$ cat config.mk
export PLATFORM = sky130hd
export DESIGN_NAME = length_prefixed_frame_parser
export DESIGN_NICKNAME = d
export VERILOG_FILES = /design/src/rtl/core/lpfp_pkg.sv /design/src/rtl/core/lpfp_parse.sv /design/src/rtl/core/length_prefixed_frame_parser.sv
export SDC_FILE = /design/constraint.sdc
export NUM_CORES = 1
export LEC_CHECK = 0
export ABC_CLOCK_PERIOD_IN_PS = 11500
export BUFFER_PORTS_ARGS = -buffer_cell sky130_fd_sc_hd__buf_2
export CORE_AREA = 3 3 186 170
export DETAILED_ROUTE_END_ITERATION = 10
export DIE_AREA = 0 0 189 173
export GPL_TIMING_DRIVEN = 0
export PLACE_DENSITY_LB_ADDON = 0.05
export SETUP_SLACK_MARGIN = 0.15
export SYNTH_ARGS = -nofsm -noshare
export SYNTH_HDL_FRONTEND = slang
export SYNTH_HIERARCHICAL = 1
export SYNTH_SLANG_ARGS = --single-unit
export TNS_END_PERCENT = 5
$ cat constraint.sdc
create_clock -name clk -period 11.5 [get_ports clk]
set_clock_uncertainty 0.1 [all_clocks]
set_input_delay 0 -clock clk [delete_from_list [all_inputs] [get_ports clk]]
set_output_delay 0 -clock clk [all_outputs]
set_load 0.005 [all_outputs]
$ cat src/rtl/core/lpfp_pkg.sv
// Shared types and constants for the length-prefixed frame parser.
// No dependencies; imported by every module of the block.
package lpfp_pkg;

  // Header layout, in bytes from the start of a frame
  localparam int unsigned HDR_BYTES    = 14;
  localparam int unsigned HDR_CNT_W    = 4;
  localparam logic [HDR_CNT_W-1:0] HDR_MAGIC_POS = 4'd0;
  localparam logic [HDR_CNT_W-1:0] HDR_TYPE_POS  = 4'd1;
  localparam logic [HDR_CNT_W-1:0] HDR_LEN_POS   = 4'd10;
  localparam logic [HDR_CNT_W-1:0] HDR_LAST_POS  = 4'(HDR_BYTES - 1);

  // Field widths
  localparam int unsigned BYTE_W = 8;
  localparam int unsigned ID_W   = 64;
  localparam int unsigned LEN_W  = 32;
  localparam int unsigned DATA_W = BYTE_W + ID_W + LEN_W + BYTE_W;

  // Configuration register indexes
  localparam int unsigned CFG_IDX_W = 8;
  localparam logic [CFG_IDX_W-1:0] REG_FRAME_MAGIC = 8'd0;
  localparam logic [CFG_IDX_W-1:0] REG_TYPE_MASK   = 8'd1;
  localparam logic [BYTE_W-1:0] FRAME_MAGIC_RST = 8'h00;
  localparam logic [BYTE_W-1:0] TYPE_MASK_RST   = 8'hFF;

  // Result kinds
  typedef enum logic [1:0] {
    KIND_EMPTY = 2'd0,
    KIND_DATA  = 2'd1,
    KIND_ERROR = 2'd2
  } result_kind_t;

  // One result item
  typedef struct packed {
    result_kind_t        result_kind;
    logic [BYTE_W-1:0]   frame_type;
    logic [ID_W-1:0]     stream_ident;
    logic [LEN_W-1:0]    frame_length;
    logic [BYTE_W-1:0]   payload_byte;
    logic                last_of_frame;
  } result_t;

endpackage

$ cat src/rtl/core/lpfp_parse.sv
// Frame parsing engine: header deframing, payload counting and error latch.
// Depends on lpfp_pkg; one byte is consumed per step with the result in the same cycle.
module lpfp_parse import lpfp_pkg::*; (
  input  logic              clk,
  input  logic              rst,
  input  logic              step,
  input  logic [BYTE_W-1:0] in_byte,
  input  logic [BYTE_W-1:0] frame_magic,
  input  logic [BYTE_W-1:0] type_mask,
  output logic              res_valid,
  output result_t           res
);

  logic                 channel_closed, channel_closed_next;
  logic                 in_payload, in_payload_next;
  logic [HDR_CNT_W-1:0] header_count, header_count_next;
  logic                 magic_bad, magic_bad_next;
  logic [BYTE_W-1:0]    frame_type_reg, frame_type_reg_next;
  logic [ID_W-1:0]      stream_id_reg, stream_id_reg_next;
  logic [LEN_W-1:0]     payload_len_reg, payload_len_reg_next;
  logic [LEN_W-1:0]     payload_remaining, payload_remaining_next;
  logic                 last_byte;

  assign last_byte = (payload_remaining <= LEN_W'(1));

  // Decode one byte: update state and form the result
  always_comb begin
    channel_closed_next    = channel_closed;
    in_payload_next        = in_payload;
    header_count_next      = header_count;
    magic_bad_next         = magic_bad;
    frame_type_reg_next    = frame_type_reg;
    stream_id_reg_next     = stream_id_reg;
    payload_len_reg_next   = payload_len_reg;
    payload_remaining_next = payload_remaining;
    res_valid              = 1'b0;
    res                    = '0;

    if (step && !channel_closed) begin
      if (in_payload) begin
        res_valid         = 1'b1;
        res.result_kind   = KIND_DATA;
        res.frame_type    = frame_type_reg & type_mask;
        res.stream_ident  = stream_id_reg;
        res.frame_length  = payload_len_reg;
        res.payload_byte  = in_byte;
        res.last_of_frame = last_byte;
        if (last_byte) begin
          payload_remaining_next = '0;
          in_payload_next        = 1'b0;
        end else begin
          payload_remaining_next = payload_remaining - LEN_W'(1);
        end
      end else begin
        // Shift the byte into its header field
        if (header_count == HDR_MAGIC_POS) begin
          magic_bad_next = (in_byte != frame_magic);
        end else if (header_count == HDR_TYPE_POS) begin
          frame_type_reg_next = in_byte;
        end else if (header_count < HDR_LEN_POS) begin
          stream_id_reg_next = {stream_id_reg[ID_W-BYTE_W-1:0], in_byte};
        end else begin
          payload_len_reg_next = {payload_len_reg[LEN_W-BYTE_W-1:0], in_byte};
        end

        if (header_count != HDR_LAST_POS) begin
          header_count_next = header_count + HDR_CNT_W'(1);
        end else begin
          // Header complete: close on bad magic, else finish or open payload
          header_count_next = '0;
          if (magic_bad) begin
            channel_closed_next = 1'b1;
            res_valid           = 1'b1;
            res.result_kind     = KIND_ERROR;
          end else if (payload_len_reg_next == '0) begin
            res_valid         = 1'b1;
            res.result_kind   = KIND_EMPTY;
            res.frame_type    = frame_type_reg & type_mask;
            res.stream_ident  = stream_id_reg;
            res.last_of_frame = 1'b1;
          end else begin
            in_payload_next        = 1'b1;
            payload_remaining_next = payload_len_reg_next;
          end
        end
      end
    end
  end

  // Hold parser state
  always_ff @(posedge clk) begin
    if (rst) begin
      channel_closed    <= 1'b0;
      in_payload        <= 1'b0;
      header_count      <= '0;
      magic_bad         <= 1'b0;
      frame_type_reg    <= '0;
      stream_id_reg     <= '0;
      payload_len_reg   <= '0;
      payload_remaining <= '0;
    end else begin
      channel_closed    <= channel_closed_next;
      in_payload        <= in_payload_next;
      header_count      <= header_count_next;
      magic_bad         <= magic_bad_next;
      frame_type_reg    <= frame_type_reg_next;
      stream_id_reg     <= stream_id_reg_next;
      payload_len_reg   <= payload_len_reg_next;
      payload_remaining <= payload_remaining_next;
    end
  end

endmodule

$ cat src/rtl/core/length_prefixed_frame_parser.sv
// Top level of the length-prefixed frame parser: stream ports, config registers,
// input and result registers. Depends on lpfp_pkg and lpfp_parse.
//
// The parser takes one received byte per cycle while m_tready is high, with no gaps
// between frames. Each frame opens with a 14-byte header (magic, flags, 64-bit
// big-endian stream id, 32-bit big-endian length); header bytes give no result, each
// payload byte gives one result, an empty frame gives one completion, and a bad magic
// byte gives one error on the last header byte and closes the channel until reset.
// The byte waits in the input register, the parse logic runs between that register
// and the result register, and the result waits there until m_tready. Throughput
// is one byte per cycle while m_tready is high. Configuration writes are taken at
// any time but must only be issued while the parser is idle.
module length_prefixed_frame_parser import lpfp_pkg::*; (
  input  logic                 clk,
  input  logic                 rst,
  // Input byte stream
  input  logic                 s_tvalid,
  output logic                 s_tready,
  input  logic [BYTE_W-1:0]    s_tdata,   // [7:0] in_byte
  // Result stream
  output logic                 m_tvalid,
  input  logic                 m_tready,
  output logic [DATA_W-1:0]    m_tdata,   // [7:0] frame_type, [71:8] stream_ident,
                                          // [103:72] frame_length, [111:104] payload_byte
  output logic                 m_tlast,   // last_of_frame
  output logic [1:0]           m_tuser,   // [1:0] result_kind
  // Configuration write channel
  input  logic                 cfg_valid,
  output logic                 cfg_ready,
  input  logic [CFG_IDX_W-1:0] cfg_index,
  input  logic [BYTE_W-1:0]    cfg_data
);

  logic [BYTE_W-1:0] frame_magic;
  logic [BYTE_W-1:0] type_mask;
  logic              in_valid;
  logic [BYTE_W-1:0] in_byte;
  logic              advance;
  logic              res_valid;
  result_t           res;
  result_t           out_res;

  // Configuration registers
  assign cfg_ready = 1'b1;

  always_ff @(posedge clk) begin
    if (rst) begin
      frame_magic <= FRAME_MAGIC_RST;
      type_mask   <= TYPE_MASK_RST;
    end else if (cfg_valid) begin
      case (cfg_index)
        REG_FRAME_MAGIC: frame_magic <= cfg_data;
        REG_TYPE_MASK:   type_mask   <= cfg_data;
        default: ;
      endcase
    end
  end

  // Move the held byte on when the result register is free or being drained
  assign advance  = in_valid && (!m_tvalid || m_tready);
  assign s_tready = !in_valid || advance;

  // Input register
  always_ff @(posedge clk) begin
    if (rst) begin
      in_valid <= 1'b0;
    end else if (s_tready) begin
      in_valid <= s_tvalid;
    end
  end

  always_ff @(posedge clk) begin
    if (s_tvalid && s_tready) begin
      in_byte <= s_tdata;
    end
  end

  lpfp_parse u_parse (
    .clk         (clk),
    .rst         (rst),
    .step        (advance),
    .in_byte     (in_byte),
    .frame_magic (frame_magic),
    .type_mask   (type_mask),
    .res_valid   (res_valid),
    .res         (res)
  );

  // Result register
  always_ff @(posedge clk) begin
    if (rst) begin
      m_tvalid <= 1'b0;
    end else if (!m_tvalid || m_tready) begin
      m_tvalid <= res_valid;
    end
  end

  always_ff @(posedge clk) begin
    if (res_valid && (!m_tvalid || m_tready)) begin
      out_res <= res;
    end
  end

  assign m_tdata = {out_res.payload_byte, out_res.frame_length,
                    out_res.stream_ident, out_res.frame_type};
  assign m_tlast = out_res.last_of_frame;
  assign m_tuser = out_res.result_kind;

endmodule

==> tab_implementation.tex, run 1 <==
\begin{tabular}{lr}
\hline
Metric & Value \\
\hline
\multicolumn{2}{l}{\textbf{Run status}} \\
\quad Outcome & complete, no violations \\
\multicolumn{2}{l}{\textbf{Power}} \\
\quad Leak Pwr & 4.936 nW \\
\quad IR Drop Worst-Case VDD & approximately 0.00010 V \\
\quad Pwr Density & around 140 nW/µm² \\
\quad Final Power & 2.062 mW \\
\multicolumn{2}{l}{\textbf{Drt}} \\
\quad DRC Markers & 0 \\
\quad Vias post-DR & between 9000 and 10000 \\
\quad Drt total wl & around 34000 µm \\
\quad Number of DRC violations after detailed-routing iteration 0 & 847 \\
\quad Detailed-router iteration count before antenna repair & 6 \\
\quad Routed vias/inst & around 5.1 \\
\quad Post-DRT Antenna Nets & 0 \\
\quad WL per Instance & roughly 18 µm \\
\multicolumn{2}{l}{\textbf{Layout}} \\
\quad Total Nets Final & 1484 \\
\quad Number of filler cells placed in the layout & 2913 \\
\quad Flip-flop count of the largest register, all copies and words added & 112 \\
\quad Synth-to-Final Area Change & 22.61\% \\
\quad Inserted Diodes & 0 \\
\quad Share of layout cells above drive strength 1 & about 15\% \\
\quad Finished Layout Cells & about 1900 \\
\quad Final Cell Area & about 15000 µm² \\
\multicolumn{2}{l}{\textbf{Worst setup path}} \\
\quad Critical path endpoint & m\_tdata[4]\$\_DFFE\_PP\_ \\
\quad Largest delay share family, worst path & simple AND/OR/NAND/NOR gates \\
\quad Slowest-stage cell, CP & sky130\_fd\_sc\_hd\_\_nor2\_1 \\
\quad Worst Setup Start Kind & register \\
\quad Endpoint of the most critical register-to-register path & m\_tdata[4]\$\_DFFE\_PP\_ \\
\quad Delay of the slowest cell on the worst path & slightly above 1 ns \\
\quad Reg2reg setup slack & roughly 8 ns \\
\quad Number of cells on the worst reg-to-reg path & 7 \\
\quad Launching instance or port of the critical path & in\_byte[6]\$\_DFFE\_PP\_ \\
\quad Data arrival at the endpoint of the critical path & 3.95 ns \\
\quad Worst Path Class, Setup & register to register \\
\quad Critical Path Sink Type & register \\
\quad Critical Path RT & between 10 and 15 ns \\
\quad Cells traversed along the worst timing path & nor4\_1 -> nand3\_1 -> a211oi\_1 -> a21oi\_1 -> nor2\_1 -> clkbuf\_1 -> and3\_1 \\
\quad CP Max Fanout & 10 \\
\quad WP buf/inv & 1 \\
\quad Beginning of the worst register-to-register path & in\_byte[6]\$\_DFFE\_PP\_ \\
\quad Total number of cells along the worst setup path & 7 \\
\multicolumn{2}{l}{\textbf{Clock network}} \\
\quad Resized Gates After CTS & 0 \\
\quad Maximum level of the CTS H-tree & 1 \\
\quad Sinks on the clock net & 284 \\
\quad CTS tree & built \\
\quad Maximum root-to-sink buffer count & 3 \\
\quad Clock slew at reported path FFs & roughly 0.060 ns \\
\quad Total CTS buffers & 30 \\
\quad Skew-Pair Late Insertion Delay & between 0.5 and 0.6 ns \\
\quad Post-CTS setup repair buffer count & 0 \\
\quad Cell at the root of the clock tree & sky130\_fd\_sc\_hd\_\_clkbuf\_16 \\
\quad Post-CTS Hold Buffers & 37 \\
\multicolumn{2}{l}{\textbf{Synth}} \\
\quad Top cells by area, synth & sky130\_fd\_sc\_hd\_\_edfxtp\_1 (31\%), sky130\_fd\_sc\_hd\_\_dfxtp\_1 (27\%), sky130\_fd\_sc\_hd\_\_nand2\_1 (8.4\%) \\
\quad Number of synthesized flops with an enable pin & 123 \\
\quad Number of flip-flops and latches in the synthesized netlist & 284 \\
\quad Most used standard cell by instance count after synthesis & sky130\_fd\_sc\_hd\_\_nand2\_1 \\
\quad Ys Warns & 6 \\
\quad Distinct cells, synth & 58 \\
\quad Commonest cells in the synthesized netlist & sky130\_fd\_sc\_hd\_\_nand2\_1 (267), sky130\_fd\_sc\_hd\_\_a21oi\_1 (171), sky130\_fd\_sc\_hd\_\_dfxtp\_1 (161) \\
\quad Synth Flop Type & sky130\_fd\_sc\_hd\_\_dfxtp\_1 \\
\quad Area leader, netlist & sky130\_fd\_sc\_hd\_\_edfxtp\_1 \\
\quad Net Count, Synth & 1266 \\
\quad Part of the Yosys area used for sequential elements & 58.21\% \\
\quad Mean area per synthesized cell & 9.622 µm² \\
\quad Proportion of synthesized flip-flops having asynchronous set or reset & 0\% \\
\quad Cell count after synthesis & 1235 \\
\quad Fraction of post-synthesis cell area in the top cell type by area & 31.08\% \\
\quad Netlist area before placement & 11880 µm² \\
\multicolumn{2}{l}{\textbf{Floorplanning}} \\
\quad Vertical die dimension & 173 µm \\
\quad Die width & $\sim$190 µm \\
\quad Floorplan row count & 60 \\
\quad Core Box Area & 29800 µm² \\
\quad Top-Level Pins & 147 \\
\quad Effective utilization at floorplan & 39.87\% \\
\quad Die area & 32700 µm² \\
\multicolumn{2}{l}{\textbf{Flow run}} \\
\quad Max-cap viol count & 0 \\
\multicolumn{2}{l}{\textbf{STA}} \\
\quad Setup violation total in the final timing report & 0 \\
\quad Setup\_tns & 0 ns \\
\quad Slew at the pin closest to its max-slew limit & around 1.3 ns \\
\quad Final period util & 31.61\% \\
\quad Fin crit period & $\sim$3.6 ns \\
\quad Endpoints failing hold & 0 \\
\quad Upper clock frequency limit & 275.1 MHz \\
\quad Setup repair after global routing missed its margin & no \\
\quad Final Worst Setup Slack & 7.864 ns \\
\quad Worst slew margin & 11.60\% \\
\quad Final Max Slew Viols & 0 \\
\multicolumn{2}{l}{\textbf{Global route}} \\
\quad Number of global-route vias before repair & between 9000 and 10000 \\
\quad Total global routing overflow & 0 \\
\quad Maximum number of pins on one net before global-route repair & 31 \\
\quad Global-route wire length before repair & approximately 52000 µm \\
\quad Global-route usage over all layers & 19.92\% \\
\quad Antenna violations before repair & 0 \\
\multicolumn{2}{l}{\textbf{Place}} \\
\quad Routability-driven placement congestion ratio & 0.8517 \\
\quad Half-perimeter wire length after detailed placement & between 20000 and 25000 µm \\
\quad Total placed cells including tap cells & 1787 \\
\quad Placement-stage cell area & between 10000 and 15000 µm² \\
\quad Worst slack at placement & about 8.0 ns \\
\quad Quantity of I/O buffers inserted on ports & 145 \\
\multicolumn{2}{l}{\textbf{Hold path}} \\
\quad Hold Crit Class & input pin to register \\
\hline
\end{tabular}
-- report_power, final --
| part | switching (mW) | leakage [nW] | internal [mW] |
|---|---|---|---|
| Combinational | 0.0249 | 2.21 | 0.0173 |
| Sequential | 0.00725 | 2.24 | 1.05 |
| Clock | 0.400 | 0.488 | 0.565 |
| Total | 0.432 | 4.94 | 1.63 |
-- layout make-up --
cell class / instances / area (µm²) / area share [%]
clock buffers: 43 / 859.6 / 5.900
well taps: 403 / 504.2 / 3.461
plain buffers: 85 / 370.4 / 2.542
clock inverters: 13 / 138.9 / 0.9533
inverters: 7 / 40.04 / 0.2748
multi-input cells: 859 / 4563 / 31.32
flip-flops and latches: 284 / 6917 / 47.47
repair buffers: 186 / 1176 / 8.073
-- worst min path at each step --
stage                    start                    to  slack, ns  cells after the start
global route        s_tdata[1]  in_byte[1]$_DFFE_PP_       0.05                      2
finish              s_tdata[0]  in_byte[0]$_DFFE_PP_       0.07                      2
floorplan           s_tdata[0]  in_byte[0]$_DFFE_PP_     -0.001                      0
detailed placement  s_tdata[7]  in_byte[7]$_DFFE_PP_       0.08                      1
global placement    s_tdata[1]  in_byte[1]$_DFFE_PP_       0.08                      1
CTS                 s_tdata[1]  in_byte[1]$_DFFE_PP_       0.03                      2
-- cell families after synthesis --
group,after synthesis,share of synthesized area (%)
simple gates,560,23.11
flops,284,58.21
compound gates,258,11.88
buf+inv,92,3.454
mux,29,2.443
xor+xnor,9,0.6634
fa+ha+maj,2,0.2106
other cells,1,0.03156
-- routing by layer --
| layer | part of all wire [%] | vias up | global-route usage [%] |
|---|---|---|---|
| met3 | 6.6 | 45 | 2.716 |
| met2 | 41 | 327 | 28.73 |
| met4 | 2.0 | 0 | 4.220 |
| met5 | 0 | - | 0 |
| li1 | - | 4762 | - |
| met1 | 51 | 4541 | 31.62 |
-- metrics by stage --
stage	utilization (%)	hold WS [ns]
4_1_cts	48.88	0.03340
3_5_place_dp	44.29	0.07809
5_1_grt	48.88	0.05235
6_report	48.88	0.06605
2_1_floorplan	-	-0.001131
3_3_place_gp	44.00	0.07718
-- placed cells by master (no fill, tap or decap), types with 17 or more instances in the layout --
master                            n
sky130_fd_sc_hd__nor2_1          53
sky130_fd_sc_hd__dlygate4sd3_1   37
sky130_fd_sc_hd__dfxtp_1        161
sky130_fd_sc_hd__o21ai_0         23
sky130_fd_sc_hd__and3_1          52
sky130_fd_sc_hd__o21ai_1         27
sky130_fd_sc_hd__nor3_1          26
sky130_fd_sc_hd__and2_1          67
sky130_fd_sc_hd__nand2b_1        17
sky130_fd_sc_hd__clkbuf_16       30
sky130_fd_sc_hd__mux2i_1         29
sky130_fd_sc_hd__a21oi_1        171
sky130_fd_sc_hd__clkbuf_1        82
sky130_fd_sc_hd__nand2_1        267
sky130_fd_sc_hd__buf_2          146
sky130_fd_sc_hd__edfxtp_1       123
sky130_fd_sc_hd__nand3_1         17
sky130_fd_sc_hd__nor4_1          20
No activity file was read; power rests on OpenSTA's default activity.
==> inputs of run 2 (changes only) <==
Settings changed: ABC_AREA from default to 1, ABC_CLOCK_PERIOD_IN_PS 11500 to 3250, CORE_AREA 3 3 186 170 to 3 3 191 174, DIE_AREA 0 0 189 173 to 0 0 194 177.
Clock period 11.5 ns to 3.25 ns, I/O delays scaled along.
==> tab_implementation.tex, run 2 <==
\begin{tabular}{lr}
\hline
Metric & Value \\
\hline
\multicolumn{2}{l}{\textbf{Power}} \\
\quad Final Power & 7.654 mW (was 2.062 mW) \\
\quad Switching portion of total power & 22.63\% (was 20.94\%) \\
\quad Clk pwr share & 45.2\% (was 46.8\%) \\
\quad Switching Power & 1.732 mW (was 0.4317 mW) \\
\quad Pwr Density & 489.6 nW/µm² (was 141.5 nW/µm²) \\
\quad Sequential cell fraction of total power & 49.6\% (was 51.2\%) \\
\quad Internal power & 5.921 mW (was 1.630 mW) \\
\quad Relative contribution of combinational cells to total power & 5.2\% (was 2.0\%) \\
\quad Leak Pwr & 6.391 nW (was 4.936 nW) \\
\quad IR Drop Worst-Case VDD & 0.0004011 V (was 0.0001022 V) \\
\multicolumn{2}{l}{\textbf{STA}} \\
\quad Setup repair after global routing missed its margin & yes (was no) \\
\quad Worst slew margin & 42.40\% (was 11.60\%) \\
\quad Upper clock frequency limit & 334.1 MHz (was 275.1 MHz) \\
\quad Setup violation total in the final timing report & 0 (unchanged) \\
\quad Endpoints failing hold & 0 (unchanged) \\
\quad Final period util & 92.10\% (was 31.61\%) \\
\quad Fin crit period & 2.993 ns (was 3.636 ns) \\
\quad Worst hold slack across all endpoints & 0.06583 ns (was 0.06605 ns) \\
\quad Final Max Slew Viols & 0 (unchanged) \\
\quad Slew at the pin closest to its max-slew limit & 0.8640 ns (was 1.321 ns) \\
\multicolumn{2}{l}{\textbf{Floorplanning}} \\
\quad Core Box Area & 31140 µm² (was 29800 µm²) \\
\quad Floorplan row count & 61 (was 60) \\
\quad Top-Level Pins & 147 (unchanged) \\
\quad Die width & 194 µm (was 189 µm) \\
\quad Effective utilization at floorplan & 40.06\% (was 39.87\%) \\
\quad Vertical die dimension & 177 µm (was 173 µm) \\
\quad Die area & 34340 µm² (was 32700 µm²) \\
\multicolumn{2}{l}{\textbf{Synth}} \\
\quad Fraction of post-synthesis cell area in the top cell type by area & 29.61\% (was 31.08\%) \\
\quad Part of the Yosys area used for sequential elements & 55.44\% (was 58.21\%) \\
\quad Net Count, Synth & 1570 (was 1266) \\
\quad Proportion of synthesized flip-flops having asynchronous set or reset & 0\% (unchanged) \\
\quad Mean area per synthesized cell & 8.106 µm² (was 9.622 µm²) \\
\quad Most used standard cell by instance count after synthesis & sky130\_fd\_sc\_hd\_\_nor2\_1 (was sky130\_fd\_sc\_hd\_\_nand2\_1) \\
\quad Number of flip-flops and latches in the synthesized netlist & 284 (unchanged) \\
\quad Synth Flop Type & sky130\_fd\_sc\_hd\_\_dfxtp\_1 (unchanged) \\
\quad Cell count after synthesis & 1539 (was 1235) \\
\quad Top cells by area, synth & sky130\_fd\_sc\_hd\_\_edfxtp\_1 (30\%), sky130\_fd\_sc\_hd\_\_dfxtp\_1 (26\%), sky130\_fd\_sc\_hd\_\_nor2\_1 (11\%) (was sky130\_fd\_sc\_hd\_\_edfxtp\_1 (31\%), sky130\_fd\_sc\_hd\_\_dfxtp\_1 (27\%), sky130\_fd\_sc\_hd\_\_nand2\_1 (8.4\%)) \\
\quad Commonest cells in the synthesized netlist & sky130\_fd\_sc\_hd\_\_nor2\_1 (362), sky130\_fd\_sc\_hd\_\_nand2\_1 (289), sky130\_fd\_sc\_hd\_\_dfxtp\_1 (161) (was sky130\_fd\_sc\_hd\_\_nand2\_1 (267), sky130\_fd\_sc\_hd\_\_a21oi\_1 (171), sky130\_fd\_sc\_hd\_\_dfxtp\_1 (161)) \\
\quad Number of synthesized flops with an enable pin & 123 (unchanged) \\
\quad Netlist area before placement & 12480 µm² (was 11880 µm²) \\
\quad Distinct cells, synth & 34 (was 58) \\
\quad Area leader, netlist & sky130\_fd\_sc\_hd\_\_edfxtp\_1 (unchanged) \\
\quad Ys Warns & 6 (unchanged) \\
\multicolumn{2}{l}{\textbf{Layout}} \\
\quad Share of layout cells above drive strength 1 & 16.22\% (was 15.03\%) \\
\quad Most frequent cells in the layout & sky130\_fd\_sc\_hd\_\_nor2\_1 (357), sky130\_fd\_sc\_hd\_\_nand2\_1 (272), sky130\_fd\_sc\_hd\_\_dfxtp\_1 (158) (was sky130\_fd\_sc\_hd\_\_nand2\_1 (267), sky130\_fd\_sc\_hd\_\_a21oi\_1 (171), sky130\_fd\_sc\_hd\_\_dfxtp\_1 (161)) \\
\quad Total Nets Final & 1819 (was 1484) \\
\quad Inserted Diodes & 0 (unchanged) \\
\quad Area occupied by multi-input gates & 4801 µm² (was 4563 µm²) \\
\quad Flip-flop count of the largest register, all copies and words added & 112 (unchanged) \\
\quad Area taken by flip-flops and latches & 6920 µm² (was 6917 µm²) \\
\quad Number of filler cells placed in the layout & 3100 (was 2913) \\
\quad Synth-to-Final Area Change & 25.29\% (was 22.61\%) \\
\quad Most common cell after layout, fill and taps aside & sky130\_fd\_sc\_hd\_\_nor2\_1 (was sky130\_fd\_sc\_hd\_\_nand2\_1) \\
\multicolumn{2}{l}{\textbf{Worst setup path}} \\
\quad Critical Path Sink Type & register (unchanged) \\
\quad Most Frequent Cell on Critical Path & sky130\_fd\_sc\_hd\_\_nand2\_1 \\
\quad Largest delay share family, worst path & simple AND/OR/NAND/NOR gates (unchanged) \\
\quad Reg2reg setup slack & 0.26 ns (was 7.86 ns) \\
\quad Critical path endpoint & m\_tdata[103]\$\_DFFE\_PP\_ (was m\_tdata[4]\$\_DFFE\_PP\_) \\
\quad Cells traversed along the worst timing path & nand2\_2 -> nand2\_4 -> buf\_6 -> nand2\_1 -> nand2\_2 -> nand2\_1 -> nor2\_1 -> nand2\_1 -> nor2\_2 -> nand2\_2 -> nand2\_1 -> nand2\_1 -> nand2\_2 -> inv\_2 -> nor2\_4 -> buf\_12 -> buf\_12 -> clkbuf\_16 (was nor4\_1 -> nand3\_1 -> a211oi\_1 -> a21oi\_1 -> nor2\_1 -> clkbuf\_1 -> and3\_1) \\
\quad Beginning of the worst register-to-register path & u\_parse/header\_count[3]\$\_SDFFE\_PP0P\_ (was in\_byte[6]\$\_DFFE\_PP\_) \\
\quad Critical Path RT & 3.42 ns (was 11.82 ns) \\
\quad Worst Path Class, Setup & register to register (unchanged) \\
\quad CP Max Fanout & 16 (was 10) \\
\quad Delay of the slowest cell on the worst path & 0.37 ns (was 1.01 ns) \\
\quad WP buf/inv & 5 (was 1) \\
\quad Number of cells on the worst reg-to-reg path & 18 (was 7) \\
\quad Slowest-stage cell, CP & sky130\_fd\_sc\_hd\_\_dfxtp\_2 (was sky130\_fd\_sc\_hd\_\_nor2\_1) \\
\quad Total number of cells along the worst setup path & 18 (was 7) \\
\quad Endpoint of the most critical register-to-register path & m\_tdata[103]\$\_DFFE\_PP\_ (was m\_tdata[4]\$\_DFFE\_PP\_) \\
\quad Data arrival at the endpoint of the critical path & 3.17 ns (was 3.95 ns) \\
\quad Launching instance or port of the critical path & u\_parse/header\_count[3]\$\_SDFFE\_PP0P\_ (was in\_byte[6]\$\_DFFE\_PP\_) \\
\quad Worst Setup Start Kind & register (unchanged) \\
\multicolumn{2}{l}{\textbf{Clock network}} \\
\quad Cell at the root of the clock tree & sky130\_fd\_sc\_hd\_\_clkbuf\_16 (unchanged) \\
\quad Maximum level of the CTS H-tree & 1 (unchanged) \\
\quad Maximum root-to-sink buffer count & 3 (unchanged) \\
\quad CTS tree & built (unchanged) \\
\quad Clock slew at reported path FFs & 0.06 ns (about the same) \\
\quad Total CTS buffers & 31 (was 30) \\
\quad Sinks on the clock net & 284 (unchanged) \\
\quad Skew-Pair Late Insertion Delay & 0.56 ns (was 0.55 ns) \\
\multicolumn{2}{l}{\textbf{Drt}} \\
\quad Post-DRT Antenna Nets & 0 (unchanged) \\
\quad WL per Instance & 16.98 µm (was 17.99 µm) \\
\quad Number of DRC violations after detailed-routing iteration 0 & 914 (was 847) \\
\quad Drt total wl & 37730 µm (was 33830 µm) \\
\quad Routed vias/inst & 5.011 (was 5.146) \\
\quad DRC Markers & 0 (unchanged) \\
\quad Detailed-router iteration count before antenna repair & 5 (was 6) \\
\quad Vias post-DR & 11140 (was 9675) \\
\multicolumn{2}{l}{\textbf{Global route}} \\
\quad Global-route usage over all layers & 21.10\% (was 19.92\%) \\
\quad Number of global-route vias before repair & 10360 (was 9084) \\
\quad Antenna violations before repair & 0 (unchanged) \\
\quad Maximum number of pins on one net before global-route repair & 36 (was 31) \\
\quad Total global routing overflow & 0 (unchanged) \\
\quad Global-route wire length before repair & 57950 µm (was 52350 µm) \\
\multicolumn{2}{l}{\textbf{Run status}} \\
\quad Outcome & complete, no violations (unchanged) \\
\multicolumn{2}{l}{\textbf{Flow run}} \\
\quad Max-cap viol count & 0 (unchanged) \\
\multicolumn{2}{l}{\textbf{Hold path}} \\
\quad Hold Crit Class & input pin to register (unchanged) \\
\quad Number of instances on the worst hold path & 2 (unchanged) \\
\multicolumn{2}{l}{\textbf{Place}} \\
\quad Quantity of I/O buffers inserted on ports & 145 (unchanged) \\
\quad Routability-driven placement congestion ratio & 0.8968 (was 0.8517) \\
\quad Half-perimeter wire length after detailed placement & 27190 µm (was 23760 µm) \\
\hline
\end{tabular}
run 2: changes by cell type in the layout (fill, tap and decap cells not counted), moves of 29 or more:
cell,delta
sky130_fd_sc_hd__and3_1,-52
sky130_fd_sc_hd__nand3_1,+112
sky130_fd_sc_hd__nor2_1,+304
sky130_fd_sc_hd__inv_1,+103
sky130_fd_sc_hd__a21oi_1,-106
sky130_fd_sc_hd__o21ai_0,+86
sky130_fd_sc_hd__and2_1,-67
sky130_fd_sc_hd__mux2i_1,-29
run 2: repair_timing:
action / CTS / global route
buffers inserted: 5 / 8
gates cloned: 2 / 1
setup endpoints to repair: 155 / 152
endpoints found under the hold margin: 37 / 0
hold buffers: 53 / 0
pin swaps: 2 / 7
resized for setup: 18 / 22
run 2: power groups by stage:
stage	Combinational, mW	Clock (mW)	Sequential (mW)
after global placement	0.342	0	3.87
final	0.394	3.46	3.80
after floorplan	0.222	0	3.86
after CTS	0.377	3.55	3.79
after global routing	0.434	3.69	3.80
after detailed placement	0.343	0	3.87
run 2: worst min path at each step:
stage	start	end	slack, ns
after floorplan	rst	in_valid$_SDFFE_PP0P_	-0.03
after global placement	s_tdata[6]	in_byte[6]$_DFFE_PP_	0.08
after detailed placement	s_tdata[0]	in_byte[0]$_DFFE_PP_	0.08
after CTS	s_tdata[6]	in_byte[6]$_DFFE_PP_	0.03
after global routing	s_tdata[5]	in_byte[5]$_DFFE_PP_	0.06
final	s_tdata[5]	in_byte[5]$_DFFE_PP_	0.07
run 2: layout make-up:
| class | instances | area share (%) |
|---|---|---|
| tap | 409 | 3.274 |
| timing repair buffer | 216 | 9.621 |
| sequential | 284 | 44.27 |
| buffer | 84 | 2.930 |
| clock inverter | 17 | 1.097 |
| clock buffer | 41 | 5.331 |
| inverter | 115 | 2.762 |
| multi-input combinational | 1056 | 30.71 |
run 2: routing by layer:
layer	part of all wire [%]	wire [µm]	vias to the layer above	GRT usage, %
met5	0	0	-	0
li1	-	-	5503	-
met2	42	16020	327	32.31
met3	5.7	2149	43	2.703
met1	50	18850	5262	32.19
met4	1.9	712	0	4.248
run 2: kinds of logic after synthesis:
family | count (synthesis) | synth area share, %
fa+ha+maj | 2 | 0.2005
flops | 284 | 55.44
simple gates | 829 | 27.39
other cells | 1 | 0.03006
xor+xnor | 30 | 2.106
compound gates | 193 | 7.933
buf+inv | 200 | 6.900
run 2: metrics by stage:
step	worst slack [ns]	setup TNS, ns	util (%)	instances	area (µm²)
floorplan	-0.4366	-50.21	-	1539	12500
global placement	-1.859	-212.03	44.11	2093	13730
detailed placement	-0.5256	-35.34	44.30	2096	13790
CTS	0.1338	0	49.68	2213	15470
global route	0.04857	0	50.20	2222	15630
finish	0.2567	0	50.20	2222	15630
